--- config.mk ---
export PLATFORM = sky130hd
export DESIGN_NAME = x86_subset_byte_decoder_top_flat
export DESIGN_NICKNAME = d
export VERILOG_FILES = /design/src/rtl/xbd_pkg.sv /design/src/rtl/xbd_req_if.sv /design/src/rtl/xbd_rsp_if.sv /design/src/rtl/x86_subset_byte_decoder_top.sv /design/src/rtl/xbd_ram.sv /design/src/flat_wrapper.sv
export SDC_FILE = /design/constraint.sdc
export NUM_CORES = 1
export LEC_CHECK = 0
export BUFFER_PORTS_ARGS = -buffer_cell sky130_fd_sc_hd__buf_2
export CAP_MARGIN = 5
export CORE_MARGIN = 1.5
export CORE_UTILIZATION = 30
export CTS_BUF_LIST = sky130_fd_sc_hd__clkbuf_4 sky130_fd_sc_hd__clkbuf_8
export CTS_CLUSTER_DIAMETER = 100
export CTS_CLUSTER_SIZE = 25
export DETAILED_ROUTE_END_ITERATION = 12
export GPL_TIMING_DRIVEN = 0
export PLACE_DENSITY = 0.47
export SLEW_MARGIN = 20
export SYNTH_ARGS = -nofsm -noshare
export SYNTH_HDL_FRONTEND = slang
export SYNTH_SLANG_ARGS = --single-unit
--- constraint.sdc ---
create_clock -name clock -period 10.4 [get_ports clock]
set_input_delay 2.6 -clock clock [delete_from_list [all_inputs] [get_ports clock]]
set_output_delay 2.6 -clock clock [all_outputs]
set_load 0.02 [all_outputs]
--- src/rtl/xbd_pkg.sv ---
// ============================================================================
// xbd_pkg
// Shared types and constants for the x86 subset byte decoder.
// ============================================================================
package xbd_pkg;

   localparam int REG_COUNT        = 8;
   localparam int REG_W            = 32;
   localparam int REGNUM_W         = 3;
   localparam int LEN_W            = 5;
   localparam int IMM_CNT_W        = 3;
   localparam int MAX_INSTR_BYTES  = 17;

   // Opcodes of the supported subset.
   localparam logic [7:0] OPC_OPSIZE     = 8'h66;
   localparam logic [7:0] OPC_ESCAPE     = 8'h0f;
   localparam logic [7:0] OPC_CPUID      = 8'ha2;
   localparam logic [7:0] OPC_NOP        = 8'h90;
   localparam logic [7:0] OPC_INC_FIRST  = 8'h40;
   localparam logic [7:0] OPC_INC_LAST   = 8'h47;
   localparam logic [7:0] OPC_MOV8_FIRST = 8'hb0;
   localparam logic [7:0] OPC_MOV8_HIGH  = 8'hb4;
   localparam logic [7:0] OPC_MOV8_LAST  = 8'hb7;
   localparam logic [7:0] OPC_MOVW_FIRST = 8'hb8;
   localparam logic [7:0] OPC_MOVW_LAST  = 8'hbf;
   localparam logic [7:0] OPC_CLC        = 8'hf8;
   localparam logic [7:0] OPC_STC        = 8'hf9;
   localparam logic [7:0] OPC_CLI        = 8'hfa;
   localparam logic [7:0] OPC_STI        = 8'hfb;
   localparam logic [7:0] OPC_CLD        = 8'hfc;
   localparam logic [7:0] OPC_STD        = 8'hfd;

   typedef enum logic [1:0] {
      ST_MORE = 2'd0,
      ST_DONE = 2'd1,
      ST_BAD  = 2'd2,
      ST_LONG = 2'd3
   } xbd_status_type;

   typedef enum logic [1:0] {
      PH_IDLE   = 2'd0,
      PH_SECOND = 2'd1,
      PH_IMM8   = 2'd2,
      PH_IMMW   = 2'd3
   } xbd_phase_type;

   // How the register file entry is modified once its old value is read.
   typedef enum logic [2:0] {
      WOP_INC16   = 3'd0,
      WOP_INC32   = 3'd1,
      WOP_BYTE_LO = 3'd2,
      WOP_BYTE_HI = 3'd3,
      WOP_WORD16  = 3'd4,
      WOP_DWORD   = 3'd5
   } xbd_wop_type;

   typedef struct packed {
      xbd_status_type        status;
      logic [LEN_W-1:0]      instr_len;
      logic                  reg_written;
      logic [REGNUM_W-1:0]   reg_number;
      xbd_wop_type           wop;
      logic [REG_W-1:0]      imm;
      logic                  carry_flag;
      logic                  direction_flag;
      logic                  interrupt_flag;
      logic                  cpuid_request;
   } xbd_stage_type;

endpackage

--- src/rtl/xbd_req_if.sv ---
// ============================================================================
// xbd_req_if
// Code byte channel: one instruction byte per transaction.
// ============================================================================
interface xbd_req_if;
   logic       valid;
   logic       ready;
   logic [7:0] code_byte;

   modport source (output valid, output code_byte, input ready);
   modport sink   (input valid, input code_byte, output ready);
endinterface

--- src/rtl/xbd_rsp_if.sv ---
// ============================================================================
// xbd_rsp_if
// Decode result channel: one result per accepted code byte.
// ============================================================================
interface xbd_rsp_if;
   logic        valid;
   logic        ready;
   logic [1:0]  status;
   logic [4:0]  instr_len;
   logic        reg_written;
   logic [2:0]  reg_number;
   logic [31:0] reg_value;
   logic        carry_flag;
   logic        direction_flag;
   logic        interrupt_flag;
   logic        cpuid_request;

   modport source (output valid, output status, output instr_len, output reg_written,
                   output reg_number, output reg_value, output carry_flag,
                   output direction_flag, output interrupt_flag, output cpuid_request,
                   input ready);
   modport sink   (input valid, input status, input instr_len, input reg_written,
                   input reg_number, input reg_value, input carry_flag,
                   input direction_flag, input interrupt_flag, input cpuid_request,
                   output ready);
endinterface

--- src/rtl/x86_subset_byte_decoder_top.sv ---
// ============================================================================
// x86_subset_byte_decoder_top
// Byte-serial decoder and executor for a small x86 instruction subset.
// ============================================================================
//
//   channel  | direction | carries
//   ---------+-----------+------------------------------------------------
//   req_bus  | in        | code_byte, one instruction byte per transaction
//   rsp_bus  | out       | status, length, register write, flags, cpuid
//   csr_*    | in        | default operand size (1 = 16-bit), written whenever
//            |           | csr_wr_en is high
//
// One code byte is taken every cycle while req_bus.ready is high. Its result
// passes through the middle stage, which waits on the registered read of the
// register file memory, and on into the output register. Reset is synchronous;
// the register file entries carry valid bits, so no clearing pass is needed.
// A stalled result holds the output register; the middle stage then holds
// too, and one byte more can be taken before req_bus.ready drops.
//
module x86_subset_byte_decoder_top
   import xbd_pkg::*;
(
   input  logic         clock,
   input  logic         reset,
   xbd_req_if.sink      req_bus,
   xbd_rsp_if.source    rsp_bus,
   input  logic         csr_wr_en,
   input  logic         csr_wr_data
);

   // ------------------------------------------------------------------------
   // Configuration and decode state.
   // ------------------------------------------------------------------------
   logic                  def16_ff;
   xbd_phase_type         phase_ff, phase_in;
   logic                  size16_ff, size16_in;
   logic [7:0]            held_ff, held_in;
   logic [REG_W-1:0]      acc_ff, acc_in;
   logic [IMM_CNT_W-1:0]  cnt_ff, cnt_in;
   logic [LEN_W-1:0]      bc_ff, bc_in;
   logic                  cf_ff, cf_in;
   logic                  df_ff, df_in;
   logic                  if_ff, if_in;

   // Middle stage: decoded byte waiting for its register file read data.
   logic                  s1_valid_ff, s1_valid_in;
   xbd_stage_type         s1_ff, s1_in;

   // Output register.
   logic                  out_valid_ff, out_valid_in;
   xbd_stage_type         out_ff;
   logic [REG_W-1:0]      out_value_ff;

   // Register file bookkeeping: valid bits and last-write forwarding.
   logic [REG_COUNT-1:0]  rf_valid_ff;
   logic                  fwd_valid_ff;
   logic [REGNUM_W-1:0]   fwd_addr_ff;
   logic [REG_W-1:0]      fwd_data_ff;
   logic [REGNUM_W-1:0]   rd_addr_ff;

   logic                  accept;
   logic                  s1_adv;
   logic [7:0]            code;
   logic                  too_long;
   logic                  mode16;
   logic [REG_W-1:0]      acc_step;
   logic [IMM_CNT_W-1:0]  cnt_step;
   logic [IMM_CNT_W-1:0]  need;
   logic                  word_done;
   logic [REGNUM_W-1:0]   rd_addr;
   logic [REG_W-1:0]      rd_data;
   logic [REG_W-1:0]      old_value;
   logic [REG_W-1:0]      new_value;
   logic                  wr_en;

   // ------------------------------------------------------------------------
   // Handshake. The middle stage moves on when the output register is free
   // or is being emptied in the same cycle.
   // ------------------------------------------------------------------------
   assign s1_adv        = s1_valid_ff && (!out_valid_ff || rsp_bus.ready);
   assign req_bus.ready = !s1_valid_ff || s1_adv;
   assign accept        = req_bus.valid && req_bus.ready;
   assign code          = req_bus.code_byte;

   // A byte that arrives once the length limit is reached is thrown away.
   assign too_long = (bc_ff >= LEN_W'(MAX_INSTR_BYTES));
   // The configured operand size is sampled at the first byte only.
   assign mode16   = (bc_ff == '0) ? def16_ff : size16_ff;

   // Immediate assembly for mov r16/r32, imm, little-endian.
   assign acc_step  = acc_ff | ({{(REG_W-8){1'b0}}, code} << {cnt_ff[1:0], 3'b000});
   assign cnt_step  = cnt_ff + IMM_CNT_W'(1);
   assign need      = size16_ff ? IMM_CNT_W'(2) : IMM_CNT_W'(4);
   assign word_done = (cnt_step >= need);

   // ------------------------------------------------------------------------
   // Next decode phase.
   // ------------------------------------------------------------------------
   always_comb begin
      phase_in = phase_ff;
      if (too_long) begin
         phase_in = PH_IDLE;
      end else begin
         unique case (phase_ff)
            PH_IDLE: begin
               if (code == OPC_OPSIZE) begin
                  phase_in = PH_IDLE;
               end else if (code == OPC_ESCAPE) begin
                  phase_in = PH_SECOND;
               end else if (code >= OPC_MOV8_FIRST && code <= OPC_MOV8_LAST) begin
                  phase_in = PH_IMM8;
               end else if (code >= OPC_MOVW_FIRST && code <= OPC_MOVW_LAST) begin
                  phase_in = PH_IMMW;
               end else begin
                  phase_in = PH_IDLE;
               end
            end
            PH_SECOND: phase_in = PH_IDLE;
            PH_IMM8:   phase_in = PH_IDLE;
            PH_IMMW:   phase_in = word_done ? PH_IDLE : PH_IMMW;
         endcase
      end
   end

   // ------------------------------------------------------------------------
   // Decode of one byte: control updates, flags, and the register file read
   // that the later write-back needs.
   // ------------------------------------------------------------------------
   always_comb begin
      logic done;
      logic bad;
      done      = 1'b0;
      bad       = 1'b0;
      size16_in = size16_ff;
      held_in   = held_ff;
      acc_in    = acc_ff;
      cnt_in    = cnt_ff;
      bc_in     = bc_ff + LEN_W'(1);
      cf_in     = cf_ff;
      df_in     = df_ff;
      if_in     = if_ff;
      rd_addr   = '0;

      s1_in             = '0;
      s1_in.status      = ST_MORE;
      s1_in.wop         = WOP_INC32;

      if (too_long) begin
         s1_in.status = ST_LONG;
         bc_in        = '0;
         acc_in       = '0;
         cnt_in       = '0;
      end else begin
         unique case (phase_ff)
            PH_IDLE: begin
               if (code == OPC_OPSIZE) begin
                  size16_in = ~mode16;
               end else begin
                  size16_in = mode16;
                  held_in   = code;
                  if (code >= OPC_INC_FIRST && code <= OPC_INC_LAST) begin
                     rd_addr           = code[REGNUM_W-1:0];
                     s1_in.reg_written = 1'b1;
                     s1_in.reg_number  = code[REGNUM_W-1:0];
                     s1_in.wop         = mode16 ? WOP_INC16 : WOP_INC32;
                     done              = 1'b1;
                  end else if (code == OPC_NOP) begin
                     done = 1'b1;
                  end else if (code == OPC_ESCAPE) begin
                     done = 1'b0;
                  end else if (code >= OPC_MOV8_FIRST && code <= OPC_MOV8_LAST) begin
                     done = 1'b0;
                  end else if (code >= OPC_MOVW_FIRST && code <= OPC_MOVW_LAST) begin
                     acc_in = '0;
                     cnt_in = '0;
                  end else if (code >= OPC_CLC && code <= OPC_STD) begin
                     unique case (code)
                        OPC_CLC: cf_in = 1'b0;
                        OPC_STC: cf_in = 1'b1;
                        OPC_CLI: if_in = 1'b0;
                        OPC_STI: if_in = 1'b1;
                        OPC_CLD: df_in = 1'b0;
                        OPC_STD: df_in = 1'b1;
                        default: cf_in = cf_ff;
                     endcase
                     done = 1'b1;
                  end else begin
                     bad = 1'b1;
                  end
               end
            end
            PH_SECOND: begin
               if (code == OPC_CPUID) begin
                  s1_in.cpuid_request = 1'b1;
                  done                = 1'b1;
               end else begin
                  bad = 1'b1;
               end
            end
            PH_IMM8: begin
               rd_addr           = {1'b0, held_ff[1:0]};
               s1_in.reg_written = 1'b1;
               s1_in.reg_number  = {1'b0, held_ff[1:0]};
               s1_in.wop         = (held_ff >= OPC_MOV8_HIGH) ? WOP_BYTE_HI : WOP_BYTE_LO;
               s1_in.imm         = {{(REG_W-8){1'b0}}, code};
               done              = 1'b1;
            end
            PH_IMMW: begin
               acc_in  = acc_step;
               cnt_in  = cnt_step;
               rd_addr = held_ff[REGNUM_W-1:0];
               if (word_done) begin
                  s1_in.reg_written = 1'b1;
                  s1_in.reg_number  = held_ff[REGNUM_W-1:0];
                  s1_in.wop         = size16_ff ? WOP_WORD16 : WOP_DWORD;
                  s1_in.imm         = acc_step;
                  done              = 1'b1;
               end
            end
         endcase

         // A finished or rejected instruction starts the next one afresh.
         if (done) begin
            s1_in.status    = ST_DONE;
            s1_in.instr_len = bc_in;
            bc_in           = '0;
            acc_in          = '0;
            cnt_in          = '0;
         end else if (bad) begin
            s1_in.status = ST_BAD;
            bc_in        = '0;
            acc_in       = '0;
            cnt_in       = '0;
         end
      end

      s1_in.carry_flag     = cf_in;
      s1_in.direction_flag = df_in;
      s1_in.interrupt_flag = if_in;
   end

   // ------------------------------------------------------------------------
   // Register file: read when a byte is taken, modify in the middle stage,
   // write back when the result moves to the output register. The read at the
   // write-back edge of the previous byte may return stale data, so the last
   // write is kept and forwarded on an address match.
   // ------------------------------------------------------------------------
   xbd_ram #(
      .WIDTH (REG_W),
      .DEPTH (REG_COUNT)
   ) u_regfile (
      .clock   (clock),
      .wr_en   (wr_en),
      .wr_addr (s1_ff.reg_number),
      .wr_data (new_value),
      .rd_en   (accept),
      .rd_addr (rd_addr),
      .rd_data (rd_data)
   );

   always_comb begin
      if (fwd_valid_ff && (fwd_addr_ff == rd_addr_ff)) begin
         old_value = fwd_data_ff;
      end else if (rf_valid_ff[rd_addr_ff]) begin
         old_value = rd_data;
      end else begin
         old_value = '0;
      end
   end

   always_comb begin
      unique case (s1_ff.wop)
         WOP_INC16:   new_value = {old_value[31:16], old_value[15:0] + 16'd1};
         WOP_INC32:   new_value = old_value + REG_W'(1);
         WOP_BYTE_LO: new_value = {old_value[31:8], s1_ff.imm[7:0]};
         WOP_BYTE_HI: new_value = {old_value[31:16], s1_ff.imm[7:0], old_value[7:0]};
         WOP_WORD16:  new_value = {old_value[31:16], s1_ff.imm[15:0]};
         WOP_DWORD:   new_value = s1_ff.imm;
         default:     new_value = old_value;
      endcase
   end

   assign wr_en = s1_adv && s1_ff.reg_written;

   // ------------------------------------------------------------------------
   // Stage valids.
   // ------------------------------------------------------------------------
   always_comb begin
      s1_valid_in = s1_valid_ff;
      if (accept) begin
         s1_valid_in = 1'b1;
      end else if (s1_adv) begin
         s1_valid_in = 1'b0;
      end

      out_valid_in = out_valid_ff;
      if (s1_adv) begin
         out_valid_in = 1'b1;
      end else if (rsp_bus.ready) begin
         out_valid_in = 1'b0;
      end
   end

   // ------------------------------------------------------------------------
   // Registers.
   // ------------------------------------------------------------------------
   always_ff @(posedge clock) begin
      if (reset) begin
         def16_ff     <= 1'b1;
         phase_ff     <= PH_IDLE;
         size16_ff    <= 1'b1;
         held_ff      <= '0;
         acc_ff       <= '0;
         cnt_ff       <= '0;
         bc_ff        <= '0;
         cf_ff        <= 1'b0;
         df_ff        <= 1'b0;
         if_ff        <= 1'b0;
         s1_valid_ff  <= 1'b0;
         out_valid_ff <= 1'b0;
         rf_valid_ff  <= '0;
         fwd_valid_ff <= 1'b0;
      end else begin
         if (csr_wr_en) begin
            def16_ff <= csr_wr_data;
         end
         if (accept) begin
            phase_ff  <= phase_in;
            size16_ff <= size16_in;
            held_ff   <= held_in;
            acc_ff    <= acc_in;
            cnt_ff    <= cnt_in;
            bc_ff     <= bc_in;
            cf_ff     <= cf_in;
            df_ff     <= df_in;
            if_ff     <= if_in;
         end
         s1_valid_ff  <= s1_valid_in;
         out_valid_ff <= out_valid_in;
         if (wr_en) begin
            rf_valid_ff[s1_ff.reg_number] <= 1'b1;
            fwd_valid_ff                  <= 1'b1;
         end
      end
   end

   // Payload registers carry no reset.
   always_ff @(posedge clock) begin
      if (accept) begin
         s1_ff      <= s1_in;
         rd_addr_ff <= rd_addr;
      end
      if (s1_adv) begin
         out_ff       <= s1_ff;
         out_value_ff <= s1_ff.reg_written ? new_value : '0;
      end
      if (wr_en) begin
         fwd_addr_ff <= s1_ff.reg_number;
         fwd_data_ff <= new_value;
      end
   end

   // ------------------------------------------------------------------------
   // Result channel.
   // ------------------------------------------------------------------------
   assign rsp_bus.valid          = out_valid_ff;
   assign rsp_bus.status         = out_ff.status;
   assign rsp_bus.instr_len      = out_ff.instr_len;
   assign rsp_bus.reg_written    = out_ff.reg_written;
   assign rsp_bus.reg_number     = out_ff.reg_number;
   assign rsp_bus.reg_value      = out_value_ff;
   assign rsp_bus.carry_flag     = out_ff.carry_flag;
   assign rsp_bus.direction_flag = out_ff.direction_flag;
   assign rsp_bus.interrupt_flag = out_ff.interrupt_flag;
   assign rsp_bus.cpuid_request  = out_ff.cpuid_request;

endmodule

--- src/rtl/xbd_ram.sv ---
// ============================================================================
// xbd_ram
// Generic RAM with one write port and one read port, registered read data.
// ============================================================================
module xbd_ram #(
   parameter int WIDTH = 32,
   parameter int DEPTH = 8
) (
   input  logic                     clock,
   input  logic                     wr_en,
   input  logic [$clog2(DEPTH)-1:0] wr_addr,
   input  logic [WIDTH-1:0]         wr_data,
   input  logic                     rd_en,
   input  logic [$clog2(DEPTH)-1:0] rd_addr,
   output logic [WIDTH-1:0]         rd_data
);

   logic [WIDTH-1:0] mem_ff [DEPTH];
   logic [WIDTH-1:0] rd_data_ff;

   always_ff @(posedge clock) begin
      if (wr_en) begin
         mem_ff[wr_addr] <= wr_data;
      end
      if (rd_en) begin
         rd_data_ff <= mem_ff[rd_addr];
      end
   end

   assign rd_data = rd_data_ff;

endmodule

--- src/flat_wrapper.sv ---
// flat-port wrapper written by rule: the top's interface ports become plain ports
module x86_subset_byte_decoder_top_flat import xbd_pkg::*;
  (clock, reset, csr_wr_en, csr_wr_data, req_bus_valid, req_bus_code_byte, req_bus_ready, rsp_bus_valid, rsp_bus_status, rsp_bus_instr_len, rsp_bus_reg_written, rsp_bus_reg_number, rsp_bus_reg_value, rsp_bus_carry_flag, rsp_bus_direction_flag, rsp_bus_interrupt_flag, rsp_bus_cpuid_request, rsp_bus_ready);
  xbd_req_if req_bus_i ();
  xbd_rsp_if rsp_bus_i ();
  input  logic clock;
  input  logic reset;
  input  logic csr_wr_en;
  input  logic csr_wr_data;
  input wire logic [$bits(req_bus_i.valid)-1:0] req_bus_valid;
  input wire logic [$bits(req_bus_i.code_byte)-1:0] req_bus_code_byte;
  output wire logic [$bits(req_bus_i.ready)-1:0] req_bus_ready;
  output wire logic [$bits(rsp_bus_i.valid)-1:0] rsp_bus_valid;
  output wire logic [$bits(rsp_bus_i.status)-1:0] rsp_bus_status;
  output wire logic [$bits(rsp_bus_i.instr_len)-1:0] rsp_bus_instr_len;
  output wire logic [$bits(rsp_bus_i.reg_written)-1:0] rsp_bus_reg_written;
  output wire logic [$bits(rsp_bus_i.reg_number)-1:0] rsp_bus_reg_number;
  output wire logic [$bits(rsp_bus_i.reg_value)-1:0] rsp_bus_reg_value;
  output wire logic [$bits(rsp_bus_i.carry_flag)-1:0] rsp_bus_carry_flag;
  output wire logic [$bits(rsp_bus_i.direction_flag)-1:0] rsp_bus_direction_flag;
  output wire logic [$bits(rsp_bus_i.interrupt_flag)-1:0] rsp_bus_interrupt_flag;
  output wire logic [$bits(rsp_bus_i.cpuid_request)-1:0] rsp_bus_cpuid_request;
  input wire logic [$bits(rsp_bus_i.ready)-1:0] rsp_bus_ready;
  assign req_bus_i.valid = req_bus_valid;
  assign req_bus_i.code_byte = req_bus_code_byte;
  assign req_bus_ready = req_bus_i.ready;
  assign rsp_bus_valid = rsp_bus_i.valid;
  assign rsp_bus_status = rsp_bus_i.status;
  assign rsp_bus_instr_len = rsp_bus_i.instr_len;
  assign rsp_bus_reg_written = rsp_bus_i.reg_written;
  assign rsp_bus_reg_number = rsp_bus_i.reg_number;
  assign rsp_bus_reg_value = rsp_bus_i.reg_value;
  assign rsp_bus_carry_flag = rsp_bus_i.carry_flag;
  assign rsp_bus_direction_flag = rsp_bus_i.direction_flag;
  assign rsp_bus_interrupt_flag = rsp_bus_i.interrupt_flag;
  assign rsp_bus_cpuid_request = rsp_bus_i.cpuid_request;
  assign rsp_bus_i.ready = rsp_bus_ready;
  x86_subset_byte_decoder_top u_core (.clock(clock), .reset(reset), .req_bus(req_bus_i), .rsp_bus(rsp_bus_i), .csr_wr_en(csr_wr_en), .csr_wr_data(csr_wr_data));
endmodule
==> results of run 1 <==
-- through the flow --
step | cells | util [%] | setup TNS, ps | hold slack (ps)
2_1_floorplan | 1697 | - | 0 | 400
3_3_place_gp | 2685 | 32.5 | -94920 | 402
3_5_place_dp | 2717 | 33.2 | 0 | 406
4_1_cts | 2761 | 33.9 | 0 | 442
5_1_grt | 2761 | 33.9 | 0 | 453
6_report | 2761 | 33.9 | 0 | 438
-- path summary, 6_finish.rpt --
kind                                           start                             end  depth (start not counted)
worst min-delay path                 u_core.s1_ff[1]   u_core.rsp_bus.interrupt_flag                          0
worst min register to register       u_core.s1_ff[1]   u_core.rsp_bus.interrupt_flag                          0
worst max register to register  u_core.rd_addr_ff[0]  u_core.u_regfile.mem_ff[2][30]                         18
worst max-delay path            req_bus_code_byte[7]    u_core.u_regfile.rd_data[28]                         13
-- cells by family (layout without fill, tap and decap cells) --
logic type	count (synthesis)	in the layout	share of synthesized area [%]
compound gates	424	424	14.4
fa+ha+maj	11	11	0.657
flops	489	489	67.0
mux	23	23	1.22
simple gates	594	594	13.3
xor+xnor	19	19	0.956
buf+inv	137	270	2.59
-- state kept, by name, indices dropped and copies added, names as in the netlist, 2 cells and up --
name                       cells
u_core.s1_ff                  50
u_core.rsp_bus.reg_value      32
u_core.fwd_addr_ff             3
u_core.rsp_bus.instr_len       5
u_core.u_regfile.rd_data      32
u_core.u_regfile.mem_ff      256
u_core.rsp_bus.reg_number      3
u_core.rd_addr_ff              3
u_core.held_ff                 8
u_core.rsp_bus.status          2
u_core.cnt_ff                  3
u_core.rf_valid_ff             8
u_core.bc_ff                   5
u_core.acc_ff                 32
u_core.fwd_data_ff            32
u_core.phase_ff                2
-- cells in the mapped netlist (17+ instances only) --
master    count
edfxtp_1    423
nand2_1     215
nor2_1      157
a21oi_1     143
nand3_1      90
clkbuf_1     82
dfxtp_1      66
o221ai_1     62
a22oi_1      38
a31o_2       33
o21ai_0      30
buf_1        22
and2_1       21
nor3_1       19
inv_1        17
-- cell usage in the layout (no fill, tap or decap), types with 38 or more instances in the layout --
cell and instances:
buf_2 72, nand3_1 90, a22oi_1 38, a21oi_1 143, nand2_1 215, edfxtp_1 423, o221ai_1 62, clkbuf_1 82
dfxtp_1 66, nor2_1 154
-- layout make-up --
cell class                 instances  area (µm²)  area share, %
buffer                           117         468           2.00
clock buffer                      41         464           1.99
clock inverter                     3        40.0          0.171
inverter                          20        80.1          0.343
multi-input combinational       1071        6470           27.7
sequential                       489       14000           60.1
tap                              931        1160           4.99
timing repair buffer              89         639           2.74
-- power breakdown --
part / switching (mW) / leakage (nW) / total (mW) / internal (mW)
registers: 0.0210 / 4.54 / 2.19 / 2.17
logic: 0.146 / 2.78 / 0.197 / 0.0511
clock network: 0.616 / 0.274 / 0.909 / 0.293
-- layer usage --
| metal | part of all wire (%) | vias to the layer above | track usage [%] |
|---|---|---|---|
| met5 | 0 | - | 0 |
| met4 | 1.5 | 0 | 2.79 |
| met3 | 5.2 | 47 | 2.17 |
| met2 | 46 | 431 | 27.6 |
| met1 | 47 | 7394 | 25.4 |
| li1 | - | 6674 | - |
==> run metrics, run 1 <==
outcome=completed; Core Footprint=around 69000 µm²; share of post-route cells with drive strength above 1=roughly 12%; Final HPWL DP=~46 mm; Hold Buf Count CTS=0; Area contributors post-synth=edfxtp_1 61%, dfxtp_1 6.3%, nand2_1 3.9%; Leakage=between 7 and 8 nW; Unique masters post-synth=between 80 and 90; Initial Utilization=a little under a third; RSZ-0062 raised after global routing=false; vias in the first global route=between 10k and 15k; largest net degree at the start of global routing=approximately 70; Antenna diodes=0; Synth Register Bits=489; reg2reg setup slack=between 4000 and 5000 ps; remaining routing DRC violations=0; final worst slack=between 4000 and 5000 ps; Max Clock Freq=approximately 170 MHz; clk_lat worst skew=around 670 ps; CP Capture Type=flop; synthesized area=approximately 21000 µm²; Clock Path Buffers=3; # nets final=around 1.8k; ys async rst share=0%; Synth top area share=about 60%; root buffer cell=clkbuf_8; fill cell count=between 6k and 7k; syn avg cell area=between 10 and 15 µm²; critical path's slowest cell=clkbuf_1; CP peak stage delay=a little over 600 ps; Max-Cap Viols=0; Mapped Nets=between 1.5k and 2k; min-delay worst type=flop to flop; Synth Instances=1697; Overall Power=between 3 and 4 mW; Main synth FF type=edfxtp_1; number of flops mapped to enable cells by yosys=423; DRT iter0 DRCs=roughly 1.6k; Hold Violations, Final=0; GRT Total Usage=roughly 17%; final setup fails=0; buffer and inverter count on the worst path=5; dpl ws=about 3800 ps; Setup Skew=between 50 and 60 ps; Routed Wire Length=between 60 and 70 mm; number of routed nets with antenna violations=0; cts bufs inserted=24; setup bufs post-CTS=0; sequential-to-total area share from yosys stat=about two thirds; # IOs=63; Peak VDD IR=~0.089 mV; period utilization=56.8%; DIE AREA=approximately 71000 µm²; Worst EP required=approximately 11000 ps; critical path, cell by cell=buf_2 -> clkbuf_1 -> nor3_1 -> nand2_1 -> nor2_1 -> nand2_1 -> a21o_1 -> inv_2 -> clkbuf_1 -> clkbuf_1 -> o221ai_1 -> a21oi_1 -> a31o_2; Synth Warn #=0; Critical Path AT=between 6000 and 7000 ps; grt total ovfl=0; Slew headroom=between 20% and 30%; initial antenna violation count=0; vias per inst=between 5 and 6; post-route design area=between 20000 and 25000 µm²; pwr/cell area=between 100 and 150 nW/µm²; leading area contributor after synthesis=edfxtp_1; global-route wire length before repair=92.4 mm; maximum fanout along the worst path=10; Die Wd=between 200 and 300 µm; critical path type=primary input to flop; post-route minimum period=between 5000 and 6000 ps; Slew Viols, Final=0; via count=14.5k; chip height=~270 µm; TritonCTS Sinks=around 500; drt wl/cell=about 23 µm; crit-path most repeated cell=clkbuf_1; Rows=96; Startpoint Class=primary input; CTS H-tree depth=1; area grow syn2layout=11.5%; Reg clk slew, reported paths=roughly 150 ps; IO buf count=57; Placer Congestion=a little under 0.9; Crit path max-delay family=buffers and inverters; worst slew pin tran=1080 ps; Post-DP Area=around 23000 µm²; drt first pass iters=5; CTS resizes=0; TritonCTS clock tree=built
No activity file was read; power rests on OpenSTA's default activity.
==> inputs of run 2 (changes only) <==
PLACE_DENSITY = 0.49   (was 0.47)
clock period = 4.8 ns   (was 10.4 ns; I/O delays follow)
==> run 2 against run 1 <==
Net effect:
- clock-buffer cell count shrank 2
- design area is 0.31% higher
- first-iteration DRC count fell by 14%
- largest power group unchanged
- routed wire length down 1.8%
- die area is the same
- highest routed layer unchanged
==> run metrics, run 2 (synthesis gave the netlist of run 1 again) <==
# IOs=63; Hold Violations, Final=0; Setup Skew=approximately 26 ps; vias in the first global route=roughly 14k; CP startpoint=u_core.rd_addr_ff[2]; Startpoint Class=flop; largest net degree at the start of global routing=80; Most flops, register=u_core.u_regfile.mem_ff; Routed Wire Length=a little over 60 mm; grt total ovfl=0; critical path, cell by cell=buf_4 -> xor2_2 -> nor4_4 -> buf_6 -> buf_2 -> buf_2 -> buf_1 -> a22oi_1 -> o21a_1 -> o31ai_2 -> and2_1; Slew Viols, Final=0; R2R cell count=11; DRT iter0 DRCs=around 1.4k; cts bufs inserted=23; FF-to-FF End=u_core.rsp_bus.reg_value[13]; Max-Cap Viols=0; sequential standard cell area=14000 µm²; chip height=267 µm; Crit path depth=11; Rows=96; Slew headroom=approximately 30%; reg2reg setup slack=roughly 140 ps; min-delay worst type=flop to flop; pwr/cell area=300 nW/µm²; crit-path most repeated cell=buf_2; Setup TNS Final=0 ps; CTS H-tree depth=1; commonest non-fill, non-tap cell in the layout=edfxtp_1; # nets final=roughly 1.8k; RSZ-0062 raised after global routing=false; worst slew pin tran=between 1000 and 1500 ps; Overall Power=between 7 and 8 mW; GR Util met3=~2%; vias per inst=5.27; Initial Utilization=a little under a third; buffer and inverter count on the worst path=5; Largest regs=u_core.u_regfile.mem_ff (256), u_core.s1_ff (50); drt wl/cell=about 22 µm; Hold Buf Count CTS=0; period utilization=a little over nine tenths; GRT Total Usage=roughly 17%; critical path's slowest cell=o31ai_2; Leakage=around 7.6 nW; Worst R2R Start=u_core.rd_addr_ff[2]; initial antenna violation count=1; max reg flops=around 260; Critical Path AT=approximately 5200 ps; GR Util met2=roughly 27%; final core utilization=34.0%; GR met1 Demand/Resource=between 20% and 30%; Peak VDD IR=~0.16 mV; IO buf count=57; Final HPWL DP=approximately 44 mm; remaining routing DRC violations=0; via count=around 15k; Worst setup endpoint=u_core.rsp_bus.reg_value[13]; share of post-route cells with drive strength above 1=between 10% and 20%; root buffer cell=clkbuf_8; multi-input logic area=roughly 6600 µm²; Worst EP required=~5300 ps; clk_lat worst skew=about 650 ps; CP peak stage delay=between 700 and 800 ps; global-route wire length before repair=between 90 and 100 mm; critical path type=flop to flop; TritonCTS Sinks=489; final setup fails=0; Inst Count DP=2708; Post-Layout Cell Count=roughly 2.8k; Placer Congestion=between 0.8 and 0.9; area grow syn2layout=11.8%; Crit path max-delay family=buffers and inverters; Antenna diodes=0; DIE AREA=between 70000 and 80000 µm²; TritonCTS clock tree=built; Max Clock Freq=214 MHz; GR peak layer=met2; Reg clk slew, reported paths=about 150 ps; Die Wd=between 200 and 300 µm; commonest non-fill, non-tap cells in the layout=423 x edfxtp_1, 214 x nand2_1, 153 x nor2_1, 141 x a21oi_1, 88 x nand3_1; Clock Path Buffers=3; number of routed nets with antenna violations=0; maximum fanout along the worst path=10; outcome=completed; drt first pass iters=6; hold slack=438 ps; fill cell count=6858; CP Capture Type=flop; post-route minimum period=around 4700 ps; Core Footprint=roughly 69000 µm²
run 2: worst min path at each step:
stage	from	endpoint	cells past startpoint
floorplan	u_core.s1_ff[3]	u_core.rsp_bus.carry_flag	0
global placement	u_core.s1_ff[1]	u_core.rsp_bus.interrupt_flag	0
detailed placement	u_core.s1_ff[1]	u_core.rsp_bus.interrupt_flag	0
CTS	u_core.s1_ff[49]	u_core.rsp_bus.status[1]	0
global route	u_core.s1_ff[47]	u_core.rsp_bus.instr_len[4]	0
finish	u_core.s1_ff[1]	u_core.rsp_bus.interrupt_flag	0
run 2: worst register-to-register path, cell delays in order (launching register included):
cell	delay [ps]
edfxtp_1	560
buf_4	240
xor2_2	260
nor4_4	590
buf_6	240
buf_2	310
buf_2	300
buf_1	540
a22oi_1	290
o21a_1	180
o31ai_2	740
and2_1	290
run 2: cell type report:
cell class	count	area share, %
Inverter	20	0.342
Multi-Input combinational cell	1071	28.0
Buffer	116	2.01
Timing Repair Buffer	86	2.88
Clock buffer	39	1.86
Clock inverter	2	0.0588
Sequential cell	489	59.9
Tap cell	931	4.97
run 2: timing repair:
item | 4_1_cts | 5_1_grt
pin swaps | 2 | 3
cloned | 0 | 0
setup buffers | 5 | 1
setup endpoints to repair | 127 | 123
gates resized for setup | 14 | 9
run 2: stage by stage:
stage / setup WS, ps / area (µm²)
after CTS: 17.5 / 23400
after global placement: -2080 / 22400
after floorplan: -1.69 / 21000
after detailed placement: -787 / 22900
after global routing: 16.0 / 23400
final: 136 / 23400
run 2: routing by layer:
layer	share of wire [%]	vias up
li1	-	6671
met1	48	7356
met2	46	430
met3	4.7	61
met4	1.6	0
met5	0	-
run 2: power by group:
| part | total, mW | switching [mW] | internal, mW |
|---|---|---|---|
| clock network | 1.86 | 1.27 | 0.583 |
| registers | 4.74 | 0.0471 | 4.69 |
| logic | 0.432 | 0.318 | 0.115 |
| total | 7.03 | 1.64 | 5.39 |
